<file path="src/rtl/mlcr_pkg.sv">
// Shared types, constants and helpers for the motor link command/reply unit.
`default_nettype none

package mlcr_pkg;

    // Frame and reply geometry
    localparam int FRAME_BYTES = 7;
    localparam int REPLY_LEN   = 5;
    localparam int IDX_W       = $clog2(FRAME_BYTES);
    localparam int CNT_W       = $clog2(REPLY_LEN + 1);
    localparam int ELAPSED_W   = 17;
    localparam int QUEUE_DEPTH = 2;
    localparam int QPTR_W      = $clog2(QUEUE_DEPTH);
    localparam int QCNT_W      = $clog2(QUEUE_DEPTH + 1);

    // Frame bytes
    localparam logic [7:0] SYNC_BYTE  = 8'hFF;
    localparam logic [7:0] START_BYTE = 8'h41;

    localparam logic [IDX_W-1:0]     FRAME_LAST  = IDX_W'(FRAME_BYTES - 1);
    localparam logic [CNT_W-1:0]     REPLY_LAST  = CNT_W'(REPLY_LEN - 1);
    localparam logic [ELAPSED_W-1:0] ELAPSED_MAX = '1;

    // Configuration port
    localparam int          PADDR_W         = 3;
    localparam int          PDATA_W         = 32;
    localparam logic        CFG_IDX_TIMEOUT = 1'b0;
    localparam logic [15:0] TIMEOUT_RESET   = 16'd10;

    // Request codes
    localparam logic [1:0] REQ_CMD  = 2'd0;
    localparam logic [1:0] REQ_BYTE = 2'd1;
    localparam logic [1:0] REQ_TICK = 2'd2;

    // Result kinds
    localparam logic [1:0] KIND_TX      = 2'd0;
    localparam logic [1:0] KIND_REPLY   = 2'd1;
    localparam logic [1:0] KIND_TIMEOUT = 2'd2;
    localparam logic [1:0] KIND_BUSY    = 2'd3;

    // Link phase
    typedef enum logic [2:0] {
        PH_IDLE    = 3'b001,
        PH_HUNT    = 3'b010,
        PH_COLLECT = 3'b100
    } t_phase;

    // Work passed from front to back
    typedef enum logic [1:0] {
        JOB_FRAME,
        JOB_REPLY,
        JOB_TIMEOUT,
        JOB_REFUSE
    } t_job_kind;

    typedef struct packed {
        t_job_kind   kind;
        logic [7:0]  motor_id;
        logic [7:0]  command;
        logic [15:0] argument;
        logic [7:0]  sum;
        logic [15:0] data;
    } t_job;

    // Pick one byte of a command frame
    function automatic logic [7:0] frame_byte(input t_job job, input logic [IDX_W-1:0] idx);
        logic [7:0] b;
        case (idx)
            IDX_W'(0): b = SYNC_BYTE;
            IDX_W'(1): b = START_BYTE;
            IDX_W'(2): b = job.motor_id;
            IDX_W'(3): b = job.command;
            IDX_W'(4): b = job.argument[7:0];
            IDX_W'(5): b = job.argument[15:8];
            IDX_W'(6): b = job.sum;
            default:   b = 8'h00;
        endcase
        return b;
    endfunction

endpackage

`default_nettype wire

</file>
<file path="src/rtl/mlcr_if.sv">
// Valid/ready channel interfaces for request and result items.
`default_nettype none

interface mlcr_req_if;
    logic               valid;
    logic               ready;
    logic [1:0]         req_type;
    logic [7:0]         motor_id;
    logic [7:0]         command;
    logic signed [15:0] argument;
    logic [7:0]         rx_byte;

    modport source (output valid, req_type, motor_id, command, argument, rx_byte,
                    input ready);
    modport sink   (input valid, req_type, motor_id, command, argument, rx_byte,
                    output ready);
endinterface

interface mlcr_rsp_if;
    logic               valid;
    logic               ready;
    logic [1:0]         kind;
    logic [7:0]         tx_byte;
    logic               last;
    logic signed [15:0] reply_data;

    modport source (output valid, kind, tx_byte, last, reply_data, input ready);
    modport sink   (input valid, kind, tx_byte, last, reply_data, output ready);
endinterface

`default_nettype wire

</file>
<file path="src/rtl/mlcr_front.sv">
// Front end: accepts request items, tracks the link phase and queues work.
`default_nettype none

module mlcr_front (
    input  wire logic          i_clk,
    input  wire logic          i_rst_n,
    mlcr_req_if.sink           i_req,
    input  wire logic [15:0]   i_timeout_ms,
    input  wire logic          i_q_full,
    output mlcr_pkg::t_job     o_job,
    output logic               o_push
);

    mlcr_pkg::t_phase                    r_phase, n_phase;
    logic [mlcr_pkg::CNT_W-1:0]          r_count, n_count;
    logic [mlcr_pkg::ELAPSED_W-1:0]      r_elapsed, n_elapsed;
    logic [7:0]                          r_bytes [4];
    logic                                store_en;
    logic                                accept;
    logic                                busy;
    logic [7:0]                          reply_sum;
    logic [7:0]                          cmd_sum;

    assign i_req.ready = !i_q_full;
    assign accept      = i_req.valid && i_req.ready;
    assign busy        = (r_phase == mlcr_pkg::PH_HUNT) || (r_phase == mlcr_pkg::PH_COLLECT);
    assign reply_sum   = r_bytes[0] + r_bytes[1] + r_bytes[2] + r_bytes[3];
    assign cmd_sum     = i_req.motor_id + i_req.command + i_req.argument[7:0]
                       + i_req.argument[15:8];

    // Classify the item and work out the next link state
    always_comb begin
        n_phase   = r_phase;
        n_count   = r_count;
        n_elapsed = r_elapsed;
        store_en  = 1'b0;
        o_push    = 1'b0;
        o_job     = '0;
        if (accept) begin
            case (i_req.req_type)
                mlcr_pkg::REQ_CMD: begin
                    o_push = 1'b1;
                    if (busy) begin
                        o_job.kind = mlcr_pkg::JOB_REFUSE;
                    end else begin
                        o_job.kind     = mlcr_pkg::JOB_FRAME;
                        o_job.motor_id = i_req.motor_id;
                        o_job.command  = i_req.command;
                        o_job.argument = i_req.argument;
                        o_job.sum      = cmd_sum;
                        n_phase        = mlcr_pkg::PH_HUNT;
                        n_count        = '0;
                        n_elapsed      = '0;
                    end
                end
                mlcr_pkg::REQ_BYTE: begin
                    if (r_phase == mlcr_pkg::PH_HUNT) begin
                        if (i_req.rx_byte == mlcr_pkg::START_BYTE) begin
                            n_count = '0;
                            n_phase = mlcr_pkg::PH_COLLECT;
                        end
                    end else if (r_phase == mlcr_pkg::PH_COLLECT) begin
                        if (r_count == mlcr_pkg::REPLY_LAST) begin
                            // Checksum byte: report on match, else hunt again
                            n_count = '0;
                            if (reply_sum == i_req.rx_byte) begin
                                n_phase    = mlcr_pkg::PH_IDLE;
                                o_push     = 1'b1;
                                o_job.kind = mlcr_pkg::JOB_REPLY;
                                o_job.data = {r_bytes[3], r_bytes[2]};
                            end else begin
                                n_phase = mlcr_pkg::PH_HUNT;
                            end
                        end else begin
                            store_en = 1'b1;
                            n_count  = r_count + 1'b1;
                        end
                    end
                end
                mlcr_pkg::REQ_TICK: begin
                    if (busy) begin
                        if (r_elapsed != mlcr_pkg::ELAPSED_MAX) begin
                            n_elapsed = r_elapsed + 1'b1;
                        end
                        if (n_elapsed > {1'b0, i_timeout_ms}) begin
                            n_phase    = mlcr_pkg::PH_IDLE;
                            n_count    = '0;
                            o_push     = 1'b1;
                            o_job.kind = mlcr_pkg::JOB_TIMEOUT;
                        end
                    end
                end
                default: begin
                end
            endcase
        end
    end

    // Advance link state
    always_ff @(posedge i_clk) begin
        if (!i_rst_n) begin
            r_phase   <= mlcr_pkg::PH_IDLE;
            r_count   <= '0;
            r_elapsed <= '0;
        end else begin
            r_phase   <= n_phase;
            r_count   <= n_count;
            r_elapsed <= n_elapsed;
        end
    end

    // Store collected reply bytes
    always_ff @(posedge i_clk) begin
        if (store_en) begin
            r_bytes[r_count[1:0]] <= i_req.rx_byte;
        end
    end

endmodule

`default_nettype wire

</file>
<file path="src/rtl/mlcr_queue.sv">
// Short work queue between the front end and the result sequencer.
`default_nettype none

module mlcr_queue (
    input  wire logic           i_clk,
    input  wire logic           i_rst_n,
    input  wire logic           i_push,
    input  wire mlcr_pkg::t_job i_job,
    input  wire logic           i_pop,
    output logic                o_full,
    output logic                o_valid,
    output mlcr_pkg::t_job      o_job
);

    mlcr_pkg::t_job                 r_mem [mlcr_pkg::QUEUE_DEPTH];
    logic [mlcr_pkg::QPTR_W-1:0]    r_wr_ptr;
    logic [mlcr_pkg::QPTR_W-1:0]    r_rd_ptr;
    logic [mlcr_pkg::QCNT_W-1:0]    r_count;
    logic                           do_pop;

    assign o_full  = (r_count == mlcr_pkg::QCNT_W'(mlcr_pkg::QUEUE_DEPTH));
    assign o_valid = (r_count != '0);
    assign o_job   = r_mem[r_rd_ptr];
    assign do_pop  = i_pop && o_valid;

    // Hold entries
    always_ff @(posedge i_clk) begin
        if (i_push) begin
            r_mem[r_wr_ptr] <= i_job;
        end
    end

    // Advance pointers and fill count
    always_ff @(posedge i_clk) begin
        if (!i_rst_n) begin
            r_wr_ptr <= '0;
            r_rd_ptr <= '0;
            r_count  <= '0;
        end else begin
            if (i_push) begin
                r_wr_ptr <= r_wr_ptr + 1'b1;
            end
            if (do_pop) begin
                r_rd_ptr <= r_rd_ptr + 1'b1;
            end
            case ({i_push, do_pop})
                2'b10:   r_count <= r_count + 1'b1;
                2'b01:   r_count <= r_count - 1'b1;
                default: r_count <= r_count;
            endcase
        end
    end

endmodule

`default_nettype wire

</file>
<file path="src/rtl/mlcr_back.sv">
// Back end: expands queued work into result items through an output register.
`default_nettype none

module mlcr_back (
    input  wire logic           i_clk,
    input  wire logic           i_rst_n,
    input  wire logic           i_q_valid,
    input  wire mlcr_pkg::t_job i_q_job,
    output logic                o_q_pop,
    mlcr_rsp_if.source          o_rsp
);

    mlcr_pkg::t_job                 r_job;
    logic                           r_active;
    logic [mlcr_pkg::IDX_W-1:0]     r_idx;
    logic                           r_out_valid;
    logic [1:0]                     r_out_kind;
    logic [7:0]                     r_out_tx;
    logic                           r_out_last;
    logic [15:0]                    r_out_data;
    logic                           out_free;
    logic                           emit;
    logic                           is_last;
    logic [1:0]                     res_kind;
    logic [7:0]                     res_tx;
    logic [15:0]                    res_data;

    assign out_free = !r_out_valid || o_rsp.ready;
    assign emit     = r_active && out_free;
    assign is_last  = (r_job.kind != mlcr_pkg::JOB_FRAME) || (r_idx == mlcr_pkg::FRAME_LAST);
    assign o_q_pop  = i_q_valid && (!r_active || (emit && is_last));

    // Form the current result
    always_comb begin
        res_kind = mlcr_pkg::KIND_TX;
        res_tx   = 8'h00;
        res_data = 16'h0000;
        case (r_job.kind)
            mlcr_pkg::JOB_FRAME: begin
                res_kind = mlcr_pkg::KIND_TX;
                res_tx   = mlcr_pkg::frame_byte(r_job, r_idx);
            end
            mlcr_pkg::JOB_REPLY: begin
                res_kind = mlcr_pkg::KIND_REPLY;
                res_data = r_job.data;
            end
            mlcr_pkg::JOB_TIMEOUT: begin
                res_kind = mlcr_pkg::KIND_TIMEOUT;
            end
            mlcr_pkg::JOB_REFUSE: begin
                res_kind = mlcr_pkg::KIND_BUSY;
            end
            default: begin
            end
        endcase
    end

    // Sequence through the current job
    always_ff @(posedge i_clk) begin
        if (!i_rst_n) begin
            r_active <= 1'b0;
            r_idx    <= '0;
        end else if (o_q_pop) begin
            r_active <= 1'b1;
            r_idx    <= '0;
        end else if (emit && is_last) begin
            r_active <= 1'b0;
        end else if (emit) begin
            r_idx <= r_idx + 1'b1;
        end
    end

    // Load the next job
    always_ff @(posedge i_clk) begin
        if (o_q_pop) begin
            r_job <= i_q_job;
        end
    end

    // Output register
    always_ff @(posedge i_clk) begin
        if (!i_rst_n) begin
            r_out_valid <= 1'b0;
        end else if (emit) begin
            r_out_valid <= 1'b1;
        end else if (o_rsp.ready) begin
            r_out_valid <= 1'b0;
        end
    end

    always_ff @(posedge i_clk) begin
        if (emit) begin
            r_out_kind <= res_kind;
            r_out_tx   <= res_tx;
            r_out_last <= is_last;
            r_out_data <= res_data;
        end
    end

    assign o_rsp.valid      = r_out_valid;
    assign o_rsp.kind       = r_out_kind;
    assign o_rsp.tx_byte    = r_out_tx;
    assign o_rsp.last       = r_out_last;
    assign o_rsp.reply_data = r_out_data;

endmodule

`default_nettype wire

</file>
<file path="src/rtl/motor_link_command_reply_unit.sv">
// Top level of the motor link command/reply unit: config register and wiring.
//
//   channel   dir  handshake            payload
//   i_req     in   valid/ready          req_type, motor_id, command, argument, rx_byte
//   o_rsp     out  valid/ready          kind, tx_byte, last, reply_data
//   apb       in   psel/penable/pwrite  paddr, pwdata, prdata (timeout_ms at 0x0)
//
// An item is taken at any edge where the two-entry work queue has room, and the link state
// updates at that edge; with the sequencer free, the job then passes to the sequencer and
// its first result to the output register. A command taken in PH_IDLE yields seven result
// items, on consecutive cycles unless the output stalls; any other result is one item. A
// stalled output holds the output register and then fills the queue; input ready drops only
// while the queue is full. Reset is synchronous, active low; timeout_ms resets to 10.
`default_nettype none

module motor_link_command_reply_unit (
    input  wire logic                              i_clk,
    input  wire logic                              i_rst_n,
    mlcr_req_if.sink                               i_req,
    mlcr_rsp_if.source                             o_rsp,
    input  wire logic                              psel,
    input  wire logic                              penable,
    input  wire logic                              pwrite,
    input  wire logic [mlcr_pkg::PADDR_W-1:0]      paddr,
    input  wire logic [mlcr_pkg::PDATA_W-1:0]      pwdata,
    output logic [mlcr_pkg::PDATA_W-1:0]           prdata,
    output logic                                   pready
);

    logic [15:0]        r_timeout_ms;
    logic               reg_sel;
    mlcr_pkg::t_job     push_job;
    logic               push;
    logic               q_full;
    logic               q_valid;
    mlcr_pkg::t_job     q_job;
    logic               q_pop;

    assign pready  = 1'b1;
    assign reg_sel = (paddr[mlcr_pkg::PADDR_W-1:2] == mlcr_pkg::CFG_IDX_TIMEOUT);
    assign prdata  = reg_sel ? {16'h0000, r_timeout_ms} : '0;

    // Write the timeout register
    always_ff @(posedge i_clk) begin
        if (!i_rst_n) begin
            r_timeout_ms <= mlcr_pkg::TIMEOUT_RESET;
        end else if (psel && penable && pwrite && pready && reg_sel) begin
            r_timeout_ms <= pwdata[15:0];
        end
    end

    mlcr_front u_front (
        .i_clk        (i_clk),
        .i_rst_n      (i_rst_n),
        .i_req        (i_req),
        .i_timeout_ms (r_timeout_ms),
        .i_q_full     (q_full),
        .o_job        (push_job),
        .o_push       (push)
    );

    mlcr_queue u_queue (
        .i_clk   (i_clk),
        .i_rst_n (i_rst_n),
        .i_push  (push),
        .i_job   (push_job),
        .i_pop   (q_pop),
        .o_full  (q_full),
        .o_valid (q_valid),
        .o_job   (q_job)
    );

    mlcr_back u_back (
        .i_clk     (i_clk),
        .i_rst_n   (i_rst_n),
        .i_q_valid (q_valid),
        .i_q_job   (q_job),
        .o_q_pop   (q_pop),
        .o_rsp     (o_rsp)
    );

endmodule

`default_nettype wire
</file>
<file path="src/flat_wrapper.sv">
// flat-port wrapper written by rule: the top's interface ports become plain ports
module motor_link_command_reply_unit_flat 
  (i_clk, i_rst_n, psel, penable, pwrite, paddr, pwdata, prdata, pready, i_req_valid, i_req_req_type, i_req_motor_id, i_req_command, i_req_argument, i_req_rx_byte, i_req_ready, o_rsp_valid, o_rsp_kind, o_rsp_tx_byte, o_rsp_last, o_rsp_reply_data, o_rsp_ready);
  mlcr_req_if i_req_i ();
  mlcr_rsp_if o_rsp_i ();
  input  wire logic i_clk;
  input  wire logic i_rst_n;
  input  wire logic psel;
  input  wire logic penable;
  input  wire logic pwrite;
  input  wire logic [mlcr_pkg::PADDR_W-1:0] paddr;
  input  wire logic [mlcr_pkg::PDATA_W-1:0] pwdata;
  output logic [mlcr_pkg::PDATA_W-1:0] prdata;
  output logic pready;
  input wire logic [$bits(i_req_i.valid)-1:0] i_req_valid;
  input wire logic [$bits(i_req_i.req_type)-1:0] i_req_req_type;
  input wire logic [$bits(i_req_i.motor_id)-1:0] i_req_motor_id;
  input wire logic [$bits(i_req_i.command)-1:0] i_req_command;
  input wire logic [$bits(i_req_i.argument)-1:0] i_req_argument;
  input wire logic [$bits(i_req_i.rx_byte)-1:0] i_req_rx_byte;
  output wire logic [$bits(i_req_i.ready)-1:0] i_req_ready;
  output wire logic [$bits(o_rsp_i.valid)-1:0] o_rsp_valid;
  output wire logic [$bits(o_rsp_i.kind)-1:0] o_rsp_kind;
  output wire logic [$bits(o_rsp_i.tx_byte)-1:0] o_rsp_tx_byte;
  output wire logic [$bits(o_rsp_i.last)-1:0] o_rsp_last;
  output wire logic [$bits(o_rsp_i.reply_data)-1:0] o_rsp_reply_data;
  input wire logic [$bits(o_rsp_i.ready)-1:0] o_rsp_ready;
  assign i_req_i.valid = i_req_valid;
  assign i_req_i.req_type = i_req_req_type;
  assign i_req_i.motor_id = i_req_motor_id;
  assign i_req_i.command = i_req_command;
  assign i_req_i.argument = i_req_argument;
  assign i_req_i.rx_byte = i_req_rx_byte;
  assign i_req_ready = i_req_i.ready;
  assign o_rsp_valid = o_rsp_i.valid;
  assign o_rsp_kind = o_rsp_i.kind;
  assign o_rsp_tx_byte = o_rsp_i.tx_byte;
  assign o_rsp_last = o_rsp_i.last;
  assign o_rsp_reply_data = o_rsp_i.reply_data;
  assign o_rsp_i.ready = o_rsp_ready;
  motor_link_command_reply_unit u_core (.i_clk(i_clk), .i_rst_n(i_rst_n), .i_req(i_req_i), .o_rsp(o_rsp_i), .psel(psel), .penable(penable), .pwrite(pwrite), .paddr(paddr), .pwdata(pwdata), .prdata(prdata), .pready(pready));
endmodule
</file>
<file path="config.mk">
export PLATFORM = sky130hd
export DESIGN_NAME = motor_link_command_reply_unit_flat
export DESIGN_NICKNAME = d
export VERILOG_FILES = /design/src/rtl/mlcr_pkg.sv /design/src/rtl/mlcr_if.sv /design/src/rtl/mlcr_front.sv /design/src/rtl/mlcr_queue.sv /design/src/rtl/mlcr_back.sv /design/src/rtl/motor_link_command_reply_unit.sv /design/src/flat_wrapper.sv
export SDC_FILE = /design/constraint.sdc
export NUM_CORES = 1
export LEC_CHECK = 0
export ABC_AREA = 1
export BUFFER_PORTS_ARGS = -buffer_cell sky130_fd_sc_hd__buf_2
export CAP_MARGIN = 25
export CORE_MARGIN = 4
export CORE_UTILIZATION = 59
export DETAILED_ROUTE_END_ITERATION = 8
export HOLD_SLACK_MARGIN = 0.02
export PLACE_DENSITY = 0.8
export SLEW_MARGIN = 20
export SYNTH_ARGS = -nofsm -noshare
export SYNTH_HDL_FRONTEND = slang
export SYNTH_SLANG_ARGS = --single-unit
</file>
<file path="constraint.sdc">
create_clock -name i_clk -period 8.31 [get_ports i_clk]
set_input_delay 0.4155 -clock i_clk [delete_from_list [all_inputs] [get_ports i_clk]]
set_output_delay 0.4155 -clock i_clk [all_outputs]
set_load 0.05 [all_outputs]
</file>
## Word level (Yosys, flattened, before mapping)

Memories as Yosys holds them, arrays and structs flattened. A register that Yosys moved wholly into a read port is not among the register bits.
Index checks and enable logic that the tools add are counted.

| cells by class | value |
|---|---|
| eq/ne operators | 26 |
| $lt $le $gt $ge | 1 |
| multiplexer cells | 65 |
| $add $sub $neg | 13 |
| reductions and logical operators | 30 |
| bitwise operators | 3 |

Operators by type and width:

| operator | number |
|---|---|
| 17-bit 2-to-1 mux | 6 |
| 16-bit 2-to-1 mux | 6 |
| 40-bit 2-to-1 mux | 2 |
| 58-bit 2-to-1 mux | 1 |
| 8-bit one-hot mux with 7 select lines | 1 |
| 8-bit adder | 6 |
| 3-bit 2-to-1 mux | 14 |
| 17-bit one-hot mux with 2 select lines | 1 |
| 1-bit 2-to-1 mux | 24 |
| 3-bit one-hot mux with 3 select lines | 2 |
| 17-bit by 1-bit adder with 17-bit output (second input constant) | 1 |
| 17-bit by 16-bit greater-than comparator with 1-bit output | 1 |
| 17-bit inequality test (second input constant) | 1 |
| 3-bit equality test (second input constant) | 5 |
| 2-bit nonzero test | 6 |
| 2-bit equality test (second input constant) | 5 |
| 3-bit by 2-bit equality test with 1-bit output (second input constant) | 3 |
| 3-bit inequality test (second input constant) | 3 |
| 8-bit by 7-bit equality test with 1-bit output (second input constant) | 1 |
| 8-bit equality test | 1 |
| 1-bit logical AND | 8 |
| 2-bit 2-to-1 mux | 4 |
| 2-bit one-hot mux with 4 select lines | 1 |
| 8-bit AND reduction | 1 |
| other kinds (20) | 34 |

| storage, ports and cells | value |
|---|---|
| memories kept | 2 |
| input port bits | 84 |
| memory bits (writable) | 148 |
| logic and storage cells | 154 |
| register bits after elaboration | 75 |

Memory list:

| memory | words | width | rd ports | clocked after memory_dff | write ports | line | RTL |
|---|---|---|---|---|---|---|---|
| u_core.u_queue.r_mem | 2 | 58 | 1 | 1 | 1 | mlcr_queue.sv:15 | `mlcr_pkg::t_job r_mem [mlcr_pkg::QUEUE_DEPTH];` |
| u_core.u_front.r_bytes | 4 | 8 | 4 | 0 | 1 | mlcr_front.sv:17 | `logic [7:0] r_bytes [4];` |

## Depth between registers and ports, before layout

Gate-level depths: netlist (run 1).
An unclocked memory read counts as a cell.

| depth | value |
|---|---|
| depth after elaboration | 13 |
| gate-level depth with buffers | 28 |
| depth with buffers taken out | 28 |

## Hierarchy

A second synthesis (run 1) with hierarchy kept.

| second synthesis, totals | value |
|---|---|
| cells, all modules | 1,262 |
| area, all modules | 13,832.0 um^2 |

By module, submodules not included:

| module | times used | seq. area each (um^2) | area each (um^2) | cells each |
|---|---|---|---|---|
| mlcr_front | 1 | 1,421.4 | 4,939.7 | 638 |
| mlcr_queue | 1 | 3,583.4 | 4,495.6 | 216 |
| mlcr_back | 1 | 2,652.5 | 3,350.7 | 250 |
| motor_link_command_reply_unit | 1 | 320.3 | 1,046.0 | 158 |

## Worst setup path after synthesis (run 1)

No wires, ideal clock.

| timing path | value |
|---|---|
| kind | reg-to-reg |
| start | memory u_core.u_front.r_bytes[3][1] |
| end | memory u_core.u_queue.r_mem[0][0] in the netlist's numbering, enable pin |
| cell stages (with the launch flop) | 17 |
| setup time | 0.474 ns |
| data required time | 7.836 ns |
| arrival time | 5.674 ns |
| path slack | 2.163 ns |
| cells stage by stage | edfxtp_1 fa_1 inv_1 fa_1 inv_1 ha_1 fa_1 or2_1 nand3b_1 nand2_1 nor2_1 nand3_1 nor3_4 nand4_4 nand3_2 nand2_1 nor2_1 |

RTL lines:

| item | line |
|---|---|
| start: declaration | mlcr_front.sv:17 |
| end: declaration | mlcr_queue.sv:15 |

==> run_results.csv, run 1 <==
group,metric,value,unit
logic_synthesis,async_reset_ff_frac,0,
worst_setup_path,crit_family,"simple AND/OR/NAND/NOR gates",
layout,syn2layout_area_growth,12.8,%
logic_synthesis,synth-seq-area-share,0.601,
routing,detail-route-antenna-nets,0,
sta,period_needed,5210,ps
routing,dr.pass1.iters,5,
logic_synthesis,synth_top_area_cell,"edfxtp_1",
clock_network,cts_max_level,1,
job,max_cap_viol_count,0,
logic_synthesis,synth_top_family_by_area,"simple AND/OR/NAND/NOR gates",
layout,drive_gt1_frac,0.146,
clock_network,cts_sinks,281,
place,post-dp-hpwl,18400,microns
clock_network,cts_buffers,29,
layout,antenna_cells,0,
global_routing,grt_overflow_total,0,
power,power.density,268,nW/um^2
clock_network,hold_buffers,0,
worst_setup_path,end_kind,"flop",
routing,wl_per_cell,16.0,microns
logic_synthesis,yosysTopAreaCellShare,0.528,
logic_synthesis,netlist_area,13200,sq um
global_routing,grt_usage,0.216,
global_routing,grt_pass1_wl,42900,microns
clock_network,cts_tree,"yes",
logic_synthesis,netlist_top_cells_area,"edfxtp_1 53%, nand2_1 9.3%, dfxtp_1 7.3%",
routing,viasPerCell,5.41,
sta,finalHoldViolations,0,
clock_network,post_cts_resized,0,
routing,vias,9057,
logic_synthesis,synth-adder-area-share,0.0849,
global_routing,antenna_found_initial,0,
die,dieWidth,158,microns
logic_synthesis,ys_warn_count,0,
logic_synthesis,synth-edff-count,233,
power,p_leak,6.28,nW
clock_network,clock_path_buffers,3,
die,die_y,158,microns
die,coreArea,22000,sq um
die,start_util,0.603,
sta,timing.hold.ws,105,ps
logic_synthesis,ys_ff_latch,281,
worst_setup_path,start_kind,"flop",
min_path,hold_path.class,"in -> reg",
power,design_power_total,0.00401,W
sta,setup_viol,0,
routing,drc_errors,0,
logic_synthesis,synthFlopType,"edfxtp_1",
clock_network,clkTransAtPathRegs,60,ps
logic_synthesis,synth.distinct_cells,53,
worst_setup_path,critical_path_class,"reg -> reg",
logic_synthesis,synth_mux_area_frac,0.00161,
status,outcome,"finished clean",
layout,finalNetCount,1529,
layout,multi_input_area,4520,sq um
clock_network,cts_setup_buffers,0,
sta,finalClockSkew,11.1,ps
power,irDropWorstVdd,230,uV
die,num_rows,54,
layout,regArea,7960,sq um
clock_network,clk_latency,540,ps
sta,fmax,192,MHz
place,gp_congestion,0.859,
routing,drt_iter0_drc,648,
sta,fin_setup_tns,0,ps
layout,nFillCells,1576,
global_routing,grt_max_degree,62,
place,port_buffers,110,
sta,slew_headroom,0.424,
global_routing,grt_pass1_vias,8779,
layout,finish.utilization,0.680,
worst_setup_path,crit_path_max_incr_delay,580,ps
worst_setup_path,crit_chain,"fa_1, inv_1, fa_1, inv_1, ha_1, fa_1, or2_1, nand3b_1, nand2_1, nor2_1, nand3_1, nor3_4, nand4_4, nand3_2, nand2_1, nor2_4, buf_4",
logic_synthesis,syn-instance-count,1263,
die,die_area,24900,sq um
sta,period_share,0.627,
worst_setup_path,critical_path_buf_inv_count,3,
logic_synthesis,post_synth.cell_area_avg,10.5,sq um
routing,wl,26800,microns
logic_synthesis,synthSimpleGateAreaFrac,0.181,
worst_setup_path,cp.required,8480,ps
sta,slew_violations,0,
logic_synthesis,synthMostInstantiatedCell,"nand2_1",
worst_setup_path,cp.arrival,5380,ps
logic_synthesis,synth_compound_area_frac,0.0498,
logic_synthesis,synth-xor-area-share,0.0171,
worst_setup_path,cp_max_fo,41,
worst_setup_path,cp_slowest_cell,"buf_4",
sta,rsz0062_at_grt,"no",
logic_synthesis,yosys-top-cells-count,"327 x nand2_1, 233 x edfxtp_1, 139 x inv_1",
worst_setup_path,crit_path_frequent_cell,"fa_1",
die,ios,146,
sta,worstMarginPinSlew,862,ps
clock_network,cts-root-buf,"clkbuf_16",
[path summary, 6_finish.rpt]
kind / from / endpoint / slack [ps] / cells past startpoint
worst min register to register: u_core.r_timeout_ms[0]$_SDFFE_PN0P_ / u_core.r_timeout_ms[0]$_SDFFE_PN0P_ / 480 / 2
worst min-delay path: pwdata[3] / u_core.r_timeout_ms[3]$_SDFFE_PN1P_ / 110 / 3
worst max register to register: u_core.u_front.r_bytes[3][1]$_DFFE_PP_ / u_core.u_queue.r_mem[0][27]$_DFFE_PP_ / 3100 / 17
worst max-delay path: u_core.u_front.r_bytes[3][1]$_DFFE_PP_ / u_core.u_queue.r_mem[0][27]$_DFFE_PP_ / 3100 / 17
[metal layers]
metal	part of all wire	up-vias	routed length, microns	track usage
met5	0	-	0	0
met2	0.50	316	13300	0.371
met4	0.034	0	906	0.0717
met1	0.40	4305	10800	0.284
li1	-	4366	-	-
met3	0.065	70	1740	0.0350
[report_power, final]
group	total [W]	internal (W)	switching, W
registers	0.00188	0.00181	0.0000639
logic	0.000855	0.000194	0.000661
clock network	0.00127	0.000762	0.000513
total	0.00401	0.00277	0.00124
[cell usage in the layout (no fill, tap or decap), types with 7 or more instances in the layout]
cell type and n:
nand2_1 327, edfxtp_1 233, inv_1 138, nor2_1 128, buf_2 111, a21oi_1 61
dfxtp_1 47, ha_1 45, nand3_1 38, clkbuf_16 29, fa_1 28, o21ai_0 26
nand4_1 18, conb_1 17, xnor2_1 16, inv_2 10, clkinv_1 10, nor3_1 9
xor2_1 8, a31oi_1 8, nand2_2 7, a221oi_1 7
[sequential cells by signal, summed over array words and instances (netlist names)]
signal	flops
u_core.u_queue.r_rd_ptr	1
u_core.u_back.o_rsp.tx_byte	8
u_core.u_front.r_elapsed	17
u_core.u_front.r_phase	3
u_core.r_timeout_ms	16
u_core.u_back.o_rsp.reply_data	16
u_core.u_back.o_rsp.kind	2
u_core.u_front.r_bytes	32
u_core.u_back.o_rsp.valid	1
u_core.u_queue.r_mem	116
u_core.u_back.r_active	1
u_core.u_queue.r_count	2
u_core.u_back.o_rsp.last	1
u_core.u_back.r_job	58
u_core.u_queue.r_wr_ptr	1
u_core.u_front.r_count	3
u_core.u_back.r_idx	3
[metrics by stage]
step / cell area (sq um) / setup WS (ps) / std cells
3_5_place_dp: 14000 / 3130 / 1621
2_1_floorplan: 13300 / 2160 / 1278
5_1_grt: 14900 / 2790 / 1675
4_1_cts: 14900 / 3070 / 1675
3_3_place_gp: 14000 / 3170 / 1620
6_report: 14900 / 3100 / 1675
[final cells by class]
class / count / share of cell area
inverters: 150 / 0.0379
clock inverters: 19 / 0.0127
repair buffers: 117 / 0.0402
flip-flops and latches: 281 / 0.533
well taps: 280 / 0.0235
clock buffers: 35 / 0.0501
multi-input cells: 793 / 0.303
[worst min-delay path: cells and delay by family]
family,cells,cell delay [ps]
AND/OR/NAND/NOR,1,50
buffers and inverters,1,80
AO/OA/AOI/OAI,1,70
[logic make-up after synthesis]
| family | after synthesis |
|---|---|
| AND/OR/NAND/NOR | 560 |
| flip-flops | 281 |
| buffers and inverters | 204 |
| AO/OA/AOI/OAI | 116 |
| adder cells (fa/ha/maj) | 73 |
| XOR/XNOR | 25 |
| other | 2 |
| multiplexers | 2 |
Power figures use the tool's default switching activity.
==> run 2, diff against run 1 <==
- clock period: 8.31 -> 4.9 ns (I/O delays scaled with it)
==> run_results.csv, run 2 (same netlist as run 1, synthesis figures left out) <==
group,metric,value,unit
global_routing,grt_max_degree,62,
clock_network,post_cts_resized,0,
worst_setup_path,critical_path_class,"reg -> reg",
place,gp_congestion,0.865,
clock_network,cts_max_level,1,
place,post-dp-hpwl,18300,microns
clock_network,clkTransAtPathRegs,60,ps
routing,wl,27500,microns
die,num_rows,54,
routing,wl_per_cell,16.2,microns
die,dieWidth,158,microns
sta,fmax,228,MHz
worst_setup_path,start_kind,"flop",
global_routing,antenna_found_initial,0,
sta,finalHoldViolations,0,
layout,antenna_cells,0,
clock_network,cts_buffers,28,
job,max_cap_viol_count,0,
routing,dr.pass1.iters,7,
worst_setup_path,crit_start,"u_core.u_front.r_bytes[3][1]$_DFFE_PP_",
power,power.density,451,nW/um^2
clock_network,cts_sinks,281,
sta,period_needed,4380,ps
sta,fin_setup_tns,0,ps
worst_setup_path,worstReg2RegEnd,"u_core.u_queue.r_count[1]$_SDFFE_PN0P_",
global_routing,grt_pass1_vias,8853,
sta,finalClockSkew,17.3,ps
layout,syn2layout_area_growth,15.0,%
worst_setup_path,cp_max_fo,4,
status,outcome,"finished clean",
place,port_buffers,110,
die,die_area,24900,sq um
worst_setup_path,crit_path_max_incr_delay,560,ps
worst_setup_path,worst-r2r-setup-slack,520,ps
sta,setup_viol,0,
clock_network,cts_setup_buffers,0,
layout,largest_reg_flops,116,
routing,viasPerCell,5.30,
routing,drc_errors,0,
layout,fin_area,15200,sq um
worst_setup_path,cp_slowest_cell,"fa_1",
power,irDropWorstVdd,353,uV
sta,slew_violations,0,
global_routing,grt_pass1_wl,43400,microns
clock_network,clk_latency,550,ps
clock_network,clock_path_buffers,3,
worst_setup_path,crit_chain,"fa_1, inv_1, fa_1, inv_1, ha_1, fa_1, or2_1, nand3b_1, nand2_1, nor2_1, nand3_1, nor3_4, nand4_4, nand3_2, nand2_1, ha_1, inv_1, nand2_1, nor2_1, o21ai_0, a21oi_1",
worst_setup_path,cp.arrival,4850,ps
clock_network,cts-root-buf,"clkbuf_16",
layout,layout_common_cells,"327 x nand2_1, 233 x edfxtp_1, 138 x inv_1, 128 x nor2_1, 111 x buf_2",
worst_setup_path,reg2reg_depth,21,
die,start_util,0.603,
die,coreArea,22000,sq um
power,p_leak,6.40,nW
clock_network,cts_tree,"yes",
layout,final_cells,1697,
worst_setup_path,end_kind,"flop",
global_routing,grt_overflow_total,0,
sta,period_share,0.894,
layout,finalNetCount,1553,
worst_setup_path,critPathCapture,"u_core.u_queue.r_count[1]$_SDFFE_PN0P_",
global_routing,grt_usage,0.221,
place,dp.cells,1621,
routing,detail-route-antenna-nets,0,
layout,final_common_cell,"nand2_1",
routing,drt_iter0_drc,597,
die,ios,146,
layout,drive_gt1_frac,0.148,
clock_network,hold_buffers,24,
place,place_area,14000,sq um
layout,top_register,"u_core.u_queue.r_mem",
sta,rsz0062_at_grt,"no",
layout,finish.utilization,0.694,
die,die_y,158,microns
worst_setup_path,reg2reg_from,"u_core.u_front.r_bytes[3][1]$_DFFE_PP_",
sta,slew_headroom,0.401,
routing,vias,8991,
min_path,hold_path.class,"in -> reg",
worst_setup_path,cp.required,5370,ps
sta,worstMarginPinSlew,896,ps
[run 2: cell types whose count changed in the layout (fill, tap and decap cells not counted)]
cell           delta
clkinv_8          +1
buf_12            +2
clkinv_2          +1
dlygate4sd3_1    +24
clkinv_4          +3
clkinv_1          -5
buf_4             -1
bufinv_16         +1
clkinvlp_4        +1
clkbuf_16         -1
clkbuf_1          -4
[run 2: where the power goes]
part | leakage (nW) | switching (W) | internal [W]
combinational | 3.39 | 0.00114 | 0.000344
sequential | 2.54 | 0.000107 | 0.00307
clock | 0.468 | 0.000891 | 0.00132
total | 6.40 | 0.00214 | 0.00473
[run 2: final cells by class]
class	instances	area, sq um
Sequential cell	281	7960
Clock buffer	30	708
Tap cell	280	350
Multi-Input combinational cell	793	4520
Clock inverter	21	256
Timing Repair Buffer	142	873
Fill cell	1502	6730
Inverter	150	566
[run 2: worst min path at each step]
stage | cells after the start | start | to
after floorplan | 0 | i_req_rx_byte[0] | u_core.u_front.r_bytes[0][0]$_DFFE_PP_
after global placement | 1 | u_core.u_queue.r_count[1]$_SDFFE_PN0P_ | u_core.u_queue.r_count[1]$_SDFFE_PN0P_
after detailed placement | 3 | pwdata[3] | u_core.r_timeout_ms[3]$_SDFFE_PN1P_
after CTS | 3 | i_req_command[2] | u_core.u_queue.r_mem[0][42]$_DFFE_PP_
after global routing | 3 | i_req_argument[8] | u_core.u_queue.r_mem[1][32]$_DFFE_PP_
final | 3 | i_req_argument[8] | u_core.u_queue.r_mem[1][32]$_DFFE_PP_
[run 2: critical path, delay by kind of cell, from the launching register on]
kind	cells	cell delay [ps]
compound gates	2	220
buf+inv	3	200
fa+ha+maj	5	2040
simple gates	11	1400
flops	1	430
[run 2: routing by layer]
layer | GRT usage | vias to the layer above | share of wire
met1 | 0.285 | 4214 | 0.40
li1 | - | 4414 | -
met4 | 0.0774 | 0 | 0.035
met3 | 0.0325 | 69 | 0.057
met5 | 0 | - | 0
met2 | 0.383 | 294 | 0.51
[run 2: metrics by stage]
step	setup WS [ps]	power (W)	hold WS [ps]
after floorplan	89.6	0.00427	344
after global placement	677	0.00463	467
after detailed placement	588	0.00468	473
after CTS	525	0.00690	50.8
after global routing	187	0.00718	60.8
final	518	0.00687	69.4
